==> config.mk <==
export PLATFORM = sky130hd
export DESIGN_NAME = iblf_cell
export DESIGN_NICKNAME = d
export VERILOG_FILES = /design/src/iblf_pkg.sv /design/src/iblf_cell.sv
export SDC_FILE = /design/constraint.sdc
export NUM_CORES = 1
export LEC_CHECK = 0
export ABC_AREA = 1
export BUFFER_PORTS_ARGS = -buffer_cell sky130_fd_sc_hd__buf_2
export CAP_MARGIN = 15
export CORE_AREA = 2 2 104 106
export DETAILED_ROUTE_END_ITERATION = 8
export DIE_AREA = 0 0 106 108
export PLACE_DENSITY = 0.89
export SLEW_MARGIN = 20
export SYNTH_ARGS = -nofsm -noshare
export SYNTH_HDL_FRONTEND = slang
export SYNTH_SLANG_ARGS = --single-unit
==> constraint.sdc <==
create_clock -name clk -period 5.3 [get_ports clk]
set_input_delay 0.265 -clock clk [delete_from_list [all_inputs] [get_ports clk]]
set_output_delay 0.265 -clock clk [all_outputs]
set_load 0.05 [all_outputs]
==> src/iblf_pkg.sv <==
// iblf_pkg: shared constants, command codes and the token type for the ip block list filter
// used by iblf_issue, iblf_cell and ip_block_list_filter_top; no dependencies
package iblf_pkg;

  localparam int LIST_DEPTH = 64;
  localparam int IDX_W      = (LIST_DEPTH > 1) ? $clog2(LIST_DEPTH) : 1;
  localparam int CNT_W      = $clog2(LIST_DEPTH + 1);
  localparam int ADDR_W     = 32;
  localparam int ENT_W      = 7;
  localparam int CMD_W      = 2;
  localparam int SEL_W      = 2;
  localparam int IN_USER_W  = CMD_W + SEL_W;
  localparam int OUT_DATA_W = 2 + 2 * ENT_W;

  localparam logic [CMD_W-1:0] CMD_CHECK_IN  = 2'd0;
  localparam logic [CMD_W-1:0] CMD_CHECK_OUT = 2'd1;
  localparam logic [CMD_W-1:0] CMD_ADD       = 2'd2;
  localparam logic [CMD_W-1:0] CMD_CLEAR     = 2'd3;

  localparam logic [SEL_W-1:0] SEL_IN   = 2'd0;
  localparam logic [SEL_W-1:0] SEL_OUT  = 2'd1;
  localparam logic [SEL_W-1:0] SEL_BOTH = 2'd2;

  // one transaction as it walks down the cell chain
  typedef struct packed {
    logic              vld;
    logic              chk;
    logic              chk_out;
    logic [CNT_W-1:0]  cnt;
    logic [ADDR_W-1:0] addr;
    logic              wr_in;
    logic              wr_out;
    logic [IDX_W-1:0]  in_idx;
    logic [IDX_W-1:0]  out_idx;
    logic              hit;
    logic              status;
    logic [ENT_W-1:0]  in_entries;
    logic [ENT_W-1:0]  out_entries;
  } token_t;

endpackage

==> src/iblf_cell.sv <==
// iblf_cell: one slot of both block lists; compares the passing token and forwards it
// depends on iblf_pkg
module iblf_cell (
  input  logic                         clk,
  input  logic                         rst_n,
  input  logic                         adv,
  input  logic [iblf_pkg::IDX_W-1:0]   cell_idx,
  input  iblf_pkg::token_t             tok_i,
  output iblf_pkg::token_t             tok_o
);

  logic [iblf_pkg::ADDR_W-1:0] in_entry_r;
  logic [iblf_pkg::ADDR_W-1:0] out_entry_r;
  logic [iblf_pkg::ADDR_W-1:0] entry;
  logic                        in_range, match;
  iblf_pkg::token_t            tok_r, tok_nxt;

  always_comb begin
    entry    = tok_i.chk_out ? out_entry_r : in_entry_r;
    // slots at or above the issue-time count are not held entries
    in_range = (iblf_pkg::CNT_W'(cell_idx) < tok_i.cnt);
    match    = tok_i.chk && in_range && (entry == tok_i.addr);
    tok_nxt     = tok_i;
    tok_nxt.hit = tok_i.hit | match;
  end

  always_ff @(posedge clk) begin
    if (!rst_n) begin
      tok_r.vld <= 1'b0;
    end else if (adv) begin
      tok_r <= tok_nxt;
    end
  end

  // adds ride the chain behind earlier checks, so writes land in order
  always_ff @(posedge clk) begin
    if (adv && tok_i.vld && tok_i.wr_in && (tok_i.in_idx == cell_idx)) begin
      in_entry_r <= tok_i.addr;
    end
    if (adv && tok_i.vld && tok_i.wr_out && (tok_i.out_idx == cell_idx)) begin
      out_entry_r <= tok_i.addr;
    end
  end

  assign tok_o = tok_r;

endmodule

# Word-level counts from Yosys, hierarchy flattened
# Cells that the tools add are included.
# classes
n_lt_le_gt_ge	1
eq_ne	3
muxes	1
bitwise	1
reduce_logical	8
# ops
operator	count
32-bit equality test	1
32-bit two-way mux	1
6-bit equality test	2
1-bit logical AND	7
6-bit by 7-bit less-than comparator with 1-bit output	1
2-bit AND reduction	1
1-bit bitwise OR	1
# word_totals
ff_bits	136
input_bits	81
output_inout_bits	72
wordCells	29

# Longest topological paths before layout
# logic_depth
word_depth	4
ltp_mapped	14
ltp_nobuf	13

# Worst setup path before layout
# No wires, ideal clock.
# synth_timing
path_type	input-to-reg
start	input cell_idx[5] (netlist bit)
end	register in_entry_r[0] (netlist bit), enable pin
setup_ps	421
arrival_time_ps	2091
required_ps	4879
slack_ps	2788
cell_stages	5
n_path_buf	0
cell_sequence	inv_1 > o21ai_0 > a221oi_1 > o211ai_1 > nor2_1
# synth_via
elab_chain_cells	2
# synth_lines
item	line	text
from (decl)	iblf_cell.sv:7	input logic [iblf_pkg::IDX_W-1:0] cell_idx,
6-bit equality test	iblf_cell.sv:37	if (adv && tok_i.vld && tok_i.wr_in && (tok_i.in_idx == cell_idx)) begin
1-bit logical AND	iblf_cell.sv:37	
to (signal assigned)	iblf_cell.sv:38	in_entry_r <= tok_i.addr;
to (decl)	iblf_cell.sv:12	logic [iblf_pkg::ADDR_W-1:0] in_entry_r;
# No other way between the ends.
# A chain may end at the register's enable or synchronous reset.

# Final worst setup path
# layout_timing
start	input tok_i[25] (netlist bit)
end	register in_entry_r[13] (netlist bit), enable pin
# layout_via
elab_chain_cells	2
# layout_lines
item	line	text
from (decl)	iblf_cell.sv:8	input iblf_pkg::token_t tok_i,
6-bit equality test	iblf_cell.sv:37	
1-bit logical AND	iblf_cell.sv:37	
# No other way between the ends.

==> results.py <==
metrics = {
    "run_status": {
        "status": "finished, final reports clean",
    },
    "grt": {
        "grt_max_degree": 57,
        "overflow": 0,
        "grt_pass1_vias": 4516,
        "grt_pass1_wl_um": 22100,
        "antenna_found_initial": 0,
        "gr-usage-all-layers_pct": 25.9,
    },
    "sta": {
        "fin_hold_ws_ns": 0.0218,
        "finalWorstSetupSlack_ns": 3.17,
        "slew_viol_final": 0,
        "finalClockSkew_ns": 0.00609,
        "worstMarginPinSlew_ns": 0.982,
        "fmax_mhz": 470,
        "final_hold_viol_count": 0,
        "finalCritPeriodShare_pct": 40.2,
        "finalSetupViolCount": 0,
        "period_minus_slack_ns": 2.13,
        "tns_ns": 0,
        "rsz0062_at_grt": "false",
        "relSlewSlack_pct": 34.4,
    },
    "die": {
        "rows": 37,
        "fp.dieH_um": 108,
        "die_x_um": 106,
        "ios": 153,
        "start_util_pct": 54.7,
        "die_area_mm2": 0.0114,
        "core-area_mm2": 0.0102,
    },
    "logic_synthesis": {
        "yosysMostFrequentCell": "nand2_1",
        "synth_top_area_share_pct": 72.5,
        "synth_nets": 541,
        "synth_flop_cell": "edfxtp_1",
        "synth_seq_cells": 136,
        "synth_area_leaders": "edfxtp_1 (72%), nand2_1 (11%), inv_1 (3.6%)",
        "synth.distinct_cells": 27,
        "syn_area_per_cell_um2": 12.3,
        "yosysSeqAreaShare_pct": 72.8,
        "ys_warn_count": 0,
        "synth_commonest_cells": "nand2_1 (162), edfxtp_1 (135), inv_1 (53)",
        "synth_cells": 455,
        "syn_area_mm2": 0.00559,
        "synthArstFlopShare_pct": 0,
        "yosys.area.top_type": "edfxtp_1",
        "synth-edff-count": 135,
    },
    "worst_setup_path": {
        "reg2reg_from": "out_entry_r[22]",
        "worstPathArrival_ns": 2.27,
        "r2r_slack_ns": 3.81,
        "crit_required_ns": 5.44,
        "critPathMaxFanout": 32,
        "startpoint_type": "input pin",
        "critPathKind": "in -> reg",
        "worstReg2RegEnd": "tok_o[15]",
        "cp-end-kind": "flip-flop",
        "reg2reg_depth": 10,
    },
    "clock_tree": {
        "cts-root-buf": "clkbuf_8",
        "cts_inserted_buffers": 17,
        "clock_latency_ns": 0.52,
        "cts.htree.levels": 4,
        "cts.sinks": 136,
        "cts_tree": "yes",
        "cts_resized": 0,
        "cts_buffer_depth": 2,
        "cts.clk_slew.worst_paths_ns": 0.06,
    },
    "pwr": {
        "switching_share_pct": 25.4,
        "p_leak_nw": 3.36,
        "internal_power_mw": 1.94,
        "combPwrFrac_pct": 13.6,
        "p_per_area_mw_per_mm2": 340,
        "p_sw_mw": 0.661,
        "peakVddDrop_v": 0.000225,
        "clockPowerShare_pct": 38.8,
        "seqPwrFrac_pct": 47.6,
    },
    "placement": {
        "dp_hpwl_um": 7960,
        "place_congestion": 0.763,
        "place_ws_ns": 3.12,
        "place.port_buffers": 152,
        "place_inst": 737,
    },
    "cells_and_area": {
        "final_util_pct": 74.8,
        "layout-drive-gt1-share_pct": 27.9,
        "area_growth_pct": 36.8,
        "fill_cells": 585,
        "final_cells": 837,
        "nNetsFinal": 776,
    },
    "routing": {
        "vias": 4329,
        "drc": 0,
        "via_per_inst": 5.17,
        "dr.pass1.iters": 7,
        "drt_iter0_drc": 427,
        "wl_per_cell_um": 17.0,
        "routed_wirelength_um": 14200,
        "antenna_left": 0,
    },
    "min_path": {
        "min_from": "tok_i[71]",
        "min_to": "tok_o[71]",
        "holdPathStages": 3,
        "worstHoldPathType": "in -> reg",
    },
    "flow_run": {
        "maxCapViolations": 0,
    },
}
==> cell type report <==
class | count | area [um^2] | share of cell area [%]
well taps | 136 | 170 | 2.22
repair buffers | 223 | 1470 | 19.2
multi-input cells | 256 | 1230 | 16.1
diodes | 1 | 2.50 | 0.0327
flip-flops and latches | 136 | 4070 | 53.2
clock inverters | 7 | 56.3 | 0.736
inverters | 56 | 218 | 2.84
clock buffers | 22 | 433 | 5.66
==> how the worst max path moves through the flow <==
| stage | start | depth (start not counted) | endpoint | slack (ns) |
|---|---|---|---|---|
| after floorplan | cell_idx[5] | 5 | in_entry_r[0] | 2.79 |
| after global placement | cell_idx[4] | 5 | out_entry_r[2] | 3.22 |
| after detailed placement | cell_idx[3] | 7 | in_entry_r[2] | 3.12 |
| after CTS | tok_i[20] | 6 | out_entry_r[22] | 3.14 |
| after global routing | tok_i[25] | 7 | in_entry_r[2] | 3.02 |
| final | tok_i[25] | 7 | in_entry_r[13] | 3.17 |
==> worst max-delay path: stages <==
cell	delay (ns)
dlygate4sd3_1	0.53
buf_2	0.15
nand2_1	0.07
o21ai_0	0.07
a221oi_1	0.22
o211ai_1	0.18
nor2_4	0.77
==> placed cells by master, fill, tap and decap left out, types with 5 or more instances in the layout <==
| cell | instances |
|---|---|
| buf_2 | 152 |
| nand3b_1 | 17 |
| inv_1 | 52 |
| ha_1 | 5 |
| dlygate4sd3_1 | 70 |
| clkinv_1 | 5 |
| nand3_1 | 16 |
| clkbuf_1 | 5 |
| nand2_1 | 162 |
| nand2_2 | 16 |
| edfxtp_1 | 135 |
| nor2_1 | 13 |
| clkbuf_16 | 16 |
==> kinds of logic (layout without fill, tap and decap cells) <==
logic type,count (synthesis),count (layout),synth area share (%)
fa+ha+maj,5,5,1.12
flops,136,136,72.8
buf+inv,63,308,5.46
simple gates,231,231,17.9
compound gates,13,13,1.59
xor+xnor,7,7,1.10
other cells,0,1,0
==> state kept, by name, summed over array words and instances, names as in the netlist <==
register,flops
tok_o,72
in_entry_r,32
out_entry_r,32
==> layer usage <==
metal / up-vias / GRT usage (%) / part of all wire [%]
met5: - / 0 / 0
met4: 0 / 12.7 / 3.1
met3: 53 / 7.11 / 7.3
met2: 229 / 47.1 / 54
met1: 2051 / 27.9 / 36
li1: 1996 / - / -
==> metrics by stage <==
step | power (mW) | cell area, um^2
2_1_floorplan | 1.47 | 5590
3_3_place_gp | 1.55 | 6460
3_5_place_dp | 1.56 | 6460
4_1_cts | 2.59 | 7650
5_1_grt | 2.68 | 7650
6_report | 2.60 | 7650
==> power by group through the flow <==
stage	Combinational [mW]	Clock [mW]	Sequential, mW
after floorplan	0.0756	0	1.39
after global placement	0.294	0	1.26
after detailed placement	0.305	0	1.26
after CTS	0.347	1.01	1.24
after global routing	0.374	1.06	1.24
final	0.354	1.01	1.24
==> timing repair <==
action / 4_1_cts / 5_1_grt
setup buffers: 0 / 0
hold endpoints to repair: 134 / 0
hold buffers: 70 / 0
Power figures use the tool's default switching activity.
