File: src/iblf_pkg.sv
// iblf_pkg: shared constants, command codes and the token type for the ip block list filter
// used by iblf_issue, iblf_cell and ip_block_list_filter_top; no dependencies
package iblf_pkg;

  localparam int LIST_DEPTH = 64;
  localparam int IDX_W      = (LIST_DEPTH > 1) ? $clog2(LIST_DEPTH) : 1;
  localparam int CNT_W      = $clog2(LIST_DEPTH + 1);
  localparam int ADDR_W     = 32;
  localparam int ENT_W      = 7;
  localparam int CMD_W      = 2;
  localparam int SEL_W      = 2;
  localparam int IN_USER_W  = CMD_W + SEL_W;
  localparam int OUT_DATA_W = 2 + 2 * ENT_W;

  localparam logic [CMD_W-1:0] CMD_CHECK_IN  = 2'd0;
  localparam logic [CMD_W-1:0] CMD_CHECK_OUT = 2'd1;
  localparam logic [CMD_W-1:0] CMD_ADD       = 2'd2;
  localparam logic [CMD_W-1:0] CMD_CLEAR     = 2'd3;

  localparam logic [SEL_W-1:0] SEL_IN   = 2'd0;
  localparam logic [SEL_W-1:0] SEL_OUT  = 2'd1;
  localparam logic [SEL_W-1:0] SEL_BOTH = 2'd2;

  // one transaction as it walks down the cell chain
  typedef struct packed {
    logic              vld;
    logic              chk;
    logic              chk_out;
    logic [CNT_W-1:0]  cnt;
    logic [ADDR_W-1:0] addr;
    logic              wr_in;
    logic              wr_out;
    logic [IDX_W-1:0]  in_idx;
    logic [IDX_W-1:0]  out_idx;
    logic              hit;
    logic              status;
    logic [ENT_W-1:0]  in_entries;
    logic [ENT_W-1:0]  out_entries;
  } token_t;

endpackage

File: src/iblf_issue.sv
// iblf_issue: holds the list fill counts and turns an accepted transaction into a chain token
// depends on iblf_pkg
module iblf_issue (
  input  logic                          clk,
  input  logic                          rst_n,
  input  logic                          acc,
  input  logic [iblf_pkg::CMD_W-1:0]    cmd,
  input  logic [iblf_pkg::ADDR_W-1:0]   ip_addr,
  input  logic [iblf_pkg::SEL_W-1:0]    list_sel,
  output iblf_pkg::token_t              tok
);

  logic [iblf_pkg::CNT_W-1:0] in_count_r, in_count_nxt;
  logic [iblf_pkg::CNT_W-1:0] out_count_r, out_count_nxt;
  logic in_add, out_add, in_full, out_full, wr_in, wr_out, is_clear;

  always_comb begin
    is_clear = (cmd == iblf_pkg::CMD_CLEAR);
    in_add   = (cmd == iblf_pkg::CMD_ADD) &&
               ((list_sel == iblf_pkg::SEL_IN) || (list_sel == iblf_pkg::SEL_BOTH));
    out_add  = (cmd == iblf_pkg::CMD_ADD) &&
               ((list_sel == iblf_pkg::SEL_OUT) || (list_sel == iblf_pkg::SEL_BOTH));
    in_full  = (in_count_r >= iblf_pkg::CNT_W'(iblf_pkg::LIST_DEPTH));
    out_full = (out_count_r >= iblf_pkg::CNT_W'(iblf_pkg::LIST_DEPTH));
    wr_in    = in_add && !in_full;
    wr_out   = out_add && !out_full;

    if (is_clear) begin
      in_count_nxt  = '0;
      out_count_nxt = '0;
    end else begin
      in_count_nxt  = wr_in  ? in_count_r + 1'b1  : in_count_r;
      out_count_nxt = wr_out ? out_count_r + 1'b1 : out_count_r;
    end

    tok.vld         = acc;
    tok.chk         = (cmd == iblf_pkg::CMD_CHECK_IN) || (cmd == iblf_pkg::CMD_CHECK_OUT);
    tok.chk_out     = (cmd == iblf_pkg::CMD_CHECK_OUT);
    // count seen by a check at the moment it is issued
    tok.cnt         = (cmd == iblf_pkg::CMD_CHECK_OUT) ? out_count_r : in_count_r;
    tok.addr        = ip_addr;
    tok.wr_in       = acc && wr_in;
    tok.wr_out      = acc && wr_out;
    tok.in_idx      = in_count_r[iblf_pkg::IDX_W-1:0];
    tok.out_idx     = out_count_r[iblf_pkg::IDX_W-1:0];
    tok.hit         = 1'b0;
    tok.status      = (in_add && in_full) || (out_add && out_full);
    tok.in_entries  = iblf_pkg::ENT_W'(in_count_nxt);
    tok.out_entries = iblf_pkg::ENT_W'(out_count_nxt);
  end

  always_ff @(posedge clk) begin
    if (!rst_n) begin
      in_count_r  <= '0;
      out_count_r <= '0;
    end else if (acc) begin
      in_count_r  <= in_count_nxt;
      out_count_r <= out_count_nxt;
    end
  end

endmodule

File: config.mk
export PLATFORM = sky130hd
export DESIGN_NAME = iblf_issue
export DESIGN_NICKNAME = d
export VERILOG_FILES = /design/src/iblf_pkg.sv /design/src/iblf_issue.sv
export SDC_FILE = /design/constraint.sdc
export NUM_CORES = 1
export LEC_CHECK = 0
export BUFFER_PORTS_ARGS = -buffer_cell sky130_fd_sc_hd__buf_2
export CAP_MARGIN = 0
export CELL_PAD_IN_SITES_DETAIL_PLACEMENT = 1
export CELL_PAD_IN_SITES_GLOBAL_PLACEMENT = 2
export CORE_UTILIZATION = 19
export DETAILED_ROUTE_END_ITERATION = 10
export GPL_TIMING_DRIVEN = 1
export PLACE_DENSITY_LB_ADDON = 0.1
export REMOVE_ABC_BUFFERS = 1
export SYNTH_ARGS = -nofsm -noshare
export SYNTH_HDL_FRONTEND = slang
export SYNTH_SLANG_ARGS = --single-unit
File: constraint.sdc
create_clock -name clk -period 2 [get_ports clk]
set_clock_uncertainty 0.05 [all_clocks]
set_input_delay 0.2 -clock clk [delete_from_list [all_inputs] [get_ports clk]]
set_output_delay 0.2 -clock clk [all_outputs]
set_load 0.02 [all_outputs]
; Word level (Yosys, flattened, before mapping)
; Cells that the tools add are included.
[classes]
n_mul = 0
mux = 5
add_sub_neg = 2
n_shift = 0
magnitude_cmp = 2
eq_ne = 5
bitwise = 0
div = 0
n_reduce_logical = 16
[op_table]
columns = operator, count
row1 = $mux 7, 5
row2 = $add 7x1->7 const B, 2
row3 = $ge 7x7->1 const B, 2
row4 = $logic_and 1x1->1, 8
row5 = $eq 2x2->1 const B, 3
row6 = $eq 2x1->1 const B, 2
row7 = $logic_not 2->1, 2
row8 = $logic_or 1x1->1, 4
row9 = $logic_not 1->1, 2
[word_totals]
latch_bits = 0
in_bits = 39
elab_cells = 32
mem_bits_ro = 0
n_memories = 0
ramBits = 0
out_inout_bits = 72
regBits = 14

; Depth between registers and ports, before layout
; Gate-level depths: netlist of the first run.
[depth]
depth_word = 6
mapped_depth = 7

; Least setup slack after synthesis of the first run
; No wires, ideal clock.
[synth_timing]
path_kind = input to output
start = input port list_sel[0] in the netlist's numbering
end = output port tok[6] in the netlist's numbering
stages = 6
slack_ns = 0.292
arrival_time_ns = 1.458
path_buffers = 1
path_cell_list = inv_1 -> ha_1 -> and4bb_2 -> buf_2 -> nand4_1 -> a21oi_1
[synth_rtl]
columns = item, line
row1 = from (decl), iblf_issue.sv:9  ; input logic [iblf_pkg::SEL_W-1:0] list_sel,
row2 = to (decl), iblf_issue.sv:10  ; output iblf_pkg::token_t tok

==> results of run 1 <==
==> state kept, by name (all words and copies together) (netlist names) <==
register     count
out_count_r      7
in_count_r       7
==> worst register-to-register path, stage by stage (launching register included) <==
cell,delay [ps]
dfxtp_1,350
and4bb_4,440
and4_1,250
or3b_1,360
a31oi_1,160
==> metal layers <==
| layer | wire length [um] | track usage | vias to the layer above |
|---|---|---|---|
| li1 | - | - | 633 |
| met1 | 2660 | 0.192 | 655 |
| met2 | 2450 | 0.202 | 72 |
| met3 | 766 | 0.104 | 2 |
| met4 | 26 | 0.0375 | 0 |
| met5 | 0 | 0.0779 | - |
==> path summary, 6_finish.rpt <==
path,start,endpoint,slack (ps),cells after the start
max,out_count_r[6],tok[5],100,5
min reg2reg,out_count_r[6],out_count_r[6],470,1
min,rst_n,in_count_r[2],110,2
max reg2reg,out_count_r[6],out_count_r[5],330,4
==> layout make-up <==
type	instances	area (um^2)	area share
Multi-Input combinational cell	119	772	0.485
Timing Repair Buffer	59	330	0.208
Sequential cell	14	280	0.176
Tap cell	99	124	0.0778
Clock buffer	4	55.1	0.0346
Inverter	8	30.0	0.0189
==> metrics by stage <==
step,TNS (ps),utilization
2_1_floorplan,0,-
3_3_place_gp,0,0.207
3_5_place_dp,0,0.207
4_1_cts,0,0.215
5_1_grt,-7.62,0.218
6_report,0,0.218
==> what timing repair did <==
action | CTS | global route
hold buffers | 0 | 0
buffers inserted | 0 | 2
cloned | 0 | 0
endpoints found under the hold margin | 0 | 0
resized for setup | 1 | 2
endpoints found under the setup margin | 1 | 1
pin swaps | 0 | 1
==> cell usage after synthesis (all sizes together) (3+ instances only) <==
library cell	n
mux2	8
nand4	5
nand3	4
and2	3
a21oi	9
ha	4
o21ai	8
clkbuf	3
nand2	17
xor2	5
or3	4
inv	7
buf	49
xnor2	4
dfxtp	14
nor2	17
a31oi	3
==> logic make-up after synthesis <==
group | after synthesis
buffers and inverters | 60
flip-flops | 14
XOR/XNOR | 9
other | 1
multiplexers | 10
adder cells (fa/ha/maj) | 4
AO/OA/AOI/OAI | 31
AND/OR/NAND/NOR | 64
==> power by group <==
group	switching, mW	leakage (nW)	internal [mW]
Combinational	0.0794	0.587	0.0419
Clock	0.134	0.0288	0.175
Sequential	0.000940	0.113	0.280
Total	0.214	0.729	0.497
==> impl_metrics.ini, run 1 <==
[placed_design]
place_ws_ps = 24.5
dp_hpwl_mm = 4.54
portBuffers = 45
place_inst = 297
place_area_um2 = 1510
place.gp.congestion = 0.709

[routing]
drtIter0Drc = 28
ant_nets = 0
vias = 1362
wire_per_inst_um = 19.5
post-route-drc-count = 0
routed_wl_mm = 5.91
vias_per_cell = 4.50
first_pass_iters = 4

[yosys]
synthArstFlopShare = 0
yosysTopAreaCellShare = 0.239
synth_area_leaders = buf_4, dfxtp_1, mux2_2
synthCells = 193
yosysSeqAreaShare = 0.194
ys_types = 40
synth-adder-area-share = 0.0347
synth_simple_gate_area_frac = 0.224
synth_edf_count = 0
synthMuxAreaShare = 0.0763
syn_area_um2 = 1440
synth-seq-cells = 14
synth-main-ff-cell = dfxtp_1
yosysWarnings = 0
synth_top_family_by_area = buffers and inverters
yosysTopAreaCell = buf_4
syn_area_per_cell_um2 = 7.47
synthXorXnorAreaFrac = 0.0546
synth_compound_area_frac = 0.136

[cts]
cts_buffers = 3
clk_latency_ps = 260
htreeDepth = 1
clk_path_buf_depth = 2
clock_sinks = 14
cts_tree = yes
clockRootBuffer = clkbuf_8
path_clk_slew_ps = 80

[setup_path]
crit_slowest_cell = and4bb_4
critical-path-max-stage-delay_ps = 440
crit_arrival_ps = 1650
worst-path-buf-inv = 1
crit_required_ps = 1750
cpLargestDelayFamily = simple AND/OR/NAND/NOR gates
end_kind = primary output
cp_max_fo = 13
startpoint_type = register
crit_chain = and4bb_4 > and4_1 > nand3b_1 > nand2_1 > buf_2
path_class = register to primary output

[run]
maxCapViolCount = 0

[global_routing]
grt_overflow = 0
grt_pass1_wl_mm = 8.52
grt_max_degree = 14
grt_antenna_before_repair = 0
grt_pass1_vias = 1377
grtUsageTotal = 0.152

[finish]
antenna_cells = 0
syn_to_final_growth_pct = 10.3
n_fill_cell = 938
postLayoutCellArea_um2 = 1590
instances_no_fill = 303
layout.nets = 248
layout_common_cells = buf_2, nand2_1, nor2_1
final_common_cell = buf_2
drive_gt1_frac = 0.368

[sta]
hold_viol = 0
whs_ps = 111
timing.final.crit_period_ps = 1900
setup_ws_ps = 100
final_max_slew_viol_count = 0
rsz0062_at_grt = true
period_share = 0.950
fmax_mhz = 526
setup_viol = 0

[die]
rows = 31
io_pins = 111
die-width_um = 89.1
die_area_um2 = 7950
initial_utilization = 0.198
die_y_um = 89.1
core_um2 = 7290

[outcome]
outcome = finished, final reports clean

[power]
power_uw = 711
powerDensity_nw_per_um2 = 447
leakagePower_nw = 0.729
irDropWorstVdd_uv = 176

[hold_path]
hold_path_class = input port to register
No activity file was read; power rests on OpenSTA's default activity.
==> run 2, diff against run 1 <==
CORE_MARGIN = 2   (was not set)
==> run 2 against run 1 <==
  * Global-route usage fell by 1.3 points
  * Register-to-register slack improved by 30 ps
  * Flip-flop and latch count is the same
  * Total power shrank 8.8%
  * Worst hold slack better by 34 ps
  * Clock-buffer cell count fell by 1
  * Core utilization shrank 0.46 points
  * Highest routed layer is now met5
==> impl_metrics.ini, run 2 (synthesis gave the netlist of run 1 again) <==
[power]
irDropWorstVdd_uv = 157
intPower_uw = 456
leakagePower_nw = 0.712
switchingPower_uw = 192
powerDensity_nw_per_um2 = 416
clkPwrFrac = 0.378
swShare = 0.297
power_frac_seq = 0.434
power_uw = 648
p_comb_frac = 0.188

[routing]
drtIter0Drc = 31
wire_per_inst_um = 19.2
vias_per_cell = 4.53
first_pass_iters = 4
ant_nets = 0
routed_wl_mm = 5.75
vias = 1358
post-route-drc-count = 0

[global_routing]
grt_use_met1 = 0.169
grt_max_degree = 13
grt_overflow = 0
top_usage_layer = met2
grt_antenna_before_repair = 0
grtUsageMet3 = 0.0954
grt_pass1_vias = 1461
grt_pass1_wl_mm = 8.80
grtUsageTotal = 0.139
met2_usage = 0.193

[cts]
clk_path_buf_depth = 2
clk_latency_ps = 250
htreeDepth = 1
path_clk_slew_ps = 70
clock_sinks = 14
cts_tree = yes
clockRootBuffer = clkbuf_8
cts_buffers = 3
cts_setup_buffers = 0

[finish]
seqCellArea_um2 = 280
final_common_cell = buf_2
syn_to_final_growth_pct = 7.98
layout_common_cells = buf_2, nand2_1, nor2_1
layout.nets = 246
postLayoutCellArea_um2 = 1560
largestRegisters = in_count_r (7), out_count_r (7)
antenna_cells = 0
drive_gt1_frac = 0.353
multiInputGateArea_um2 = 767
final_util = 0.214
n_fill_cell = 942

[die]
initial_utilization = 0.198
rows = 31
die_area_um2 = 8310
core_um2 = 7290
die-width_um = 91.1
die_y_um = 91.1
io_pins = 111

[placed_design]
dp_hpwl_mm = 4.47
place_area_um2 = 1510
place_ws_ps = 139
place.gp.congestion = 0.685
portBuffers = 45

[sta]
fin_tns_setup_ps = 0
final_max_slew_viol_count = 0
setup_ws_ps = 125
period_share = 0.937
hold_viol = 0
timing.final.crit_period_ps = 1870
rsz0062_at_grt = false
setup_viol = 0
fmax_mhz = 533

[setup_path]
crit_end = tok[5]
end_kind = primary output
cp_max_fo = 8
reg2reg_depth = 4
setup.worst_path.start = out_count_r[6]
crit_required_ps = 1750
crit_arrival_ps = 1620
r2r-end = in_count_r[5]
startpoint_type = register
rrSetupSlack_ps = 360
path_class = register to primary output
r2r_start = in_count_r[2]

[outcome]
outcome = finished, final reports clean

[hold_path]
holdPathStages = 2
hold_path_class = input port to register
min_from = rst_n

[run]
maxCapViolCount = 0
[run 2: cell types whose count changed in the layout (fill, tap and decap cells not counted)]
| cell | previous run | this run |
|---|---|---|
| nor3_2 | 0 | 1 |
| a21oi_2 | 1 | 0 |
| a21oi_1 | 8 | 9 |
| nor3_1 | 2 | 1 |
| nor2_2 | 1 | 0 |
| clkbuf_8 | 4 | 3 |
| and4bb_2 | 0 | 1 |
| buf_4 | 14 | 12 |
| and4bb_4 | 1 | 0 |
| nor2_1 | 16 | 17 |
[run 2: worst min path at each step]
stage	to	slack, ps
final	in_count_r[2]	140
after global routing	in_count_r[2]	140
after CTS	in_count_r[2]	140
after detailed placement	tok[41]	350
after global placement	tok[41]	350
after floorplan	in_count_r[2]	270
[run 2: repair_timing]
| action | CTS | global route |
|---|---|---|
| hold buffers | 0 | 0 |
| endpoints found under the setup margin | 0 | 1 |
| resized for setup | 0 | 1 |
[run 2: final cells by class]
| cell class | instances | area share |
|---|---|---|
| clock buffer | 3 | 0.0265 |
| inverter | 8 | 0.0193 |
| multi-input combinational | 119 | 0.492 |
| sequential | 14 | 0.180 |
| tap | 99 | 0.0795 |
| timing repair buffer | 57 | 0.202 |
[run 2: metrics by stage]
| stage | cells | hold slack [ps] |
|---|---|---|
| final | 300 | 145 |
| after global routing | 300 | 137 |
| after CTS | 300 | 136 |
| after detailed placement | 297 | 350 |
| after global placement | 297 | 350 |
| after floorplan | 141 | 268 |
[run 2: critical path: stages, from the launching register on]
cell and delay [ps]:
dfxtp_1 340, and4bb_2 430, and4_1 250, nand3b_1 130
nand2_1 70, buf_2 160
[run 2: routing by layer]
| metal | vias up | part of all wire |
|---|---|---|
| li1 | 629 | - |
| met1 | 644 | 0.44 |
| met2 | 75 | 0.41 |
| met3 | 6 | 0.13 |
| met4 | 4 | 0.0073 |
| met5 | - | 0.016 |
[run 2: power by group through the flow]
stage / clock network, mW / logic [mW] / registers (mW)
floorplan: 0 / 0.0601 / 0.291
global placement: 0 / 0.126 / 0.287
detailed placement: 0 / 0.125 / 0.287
CTS: 0.258 / 0.126 / 0.281
global route: 0.272 / 0.137 / 0.281
finish: 0.245 / 0.122 / 0.281
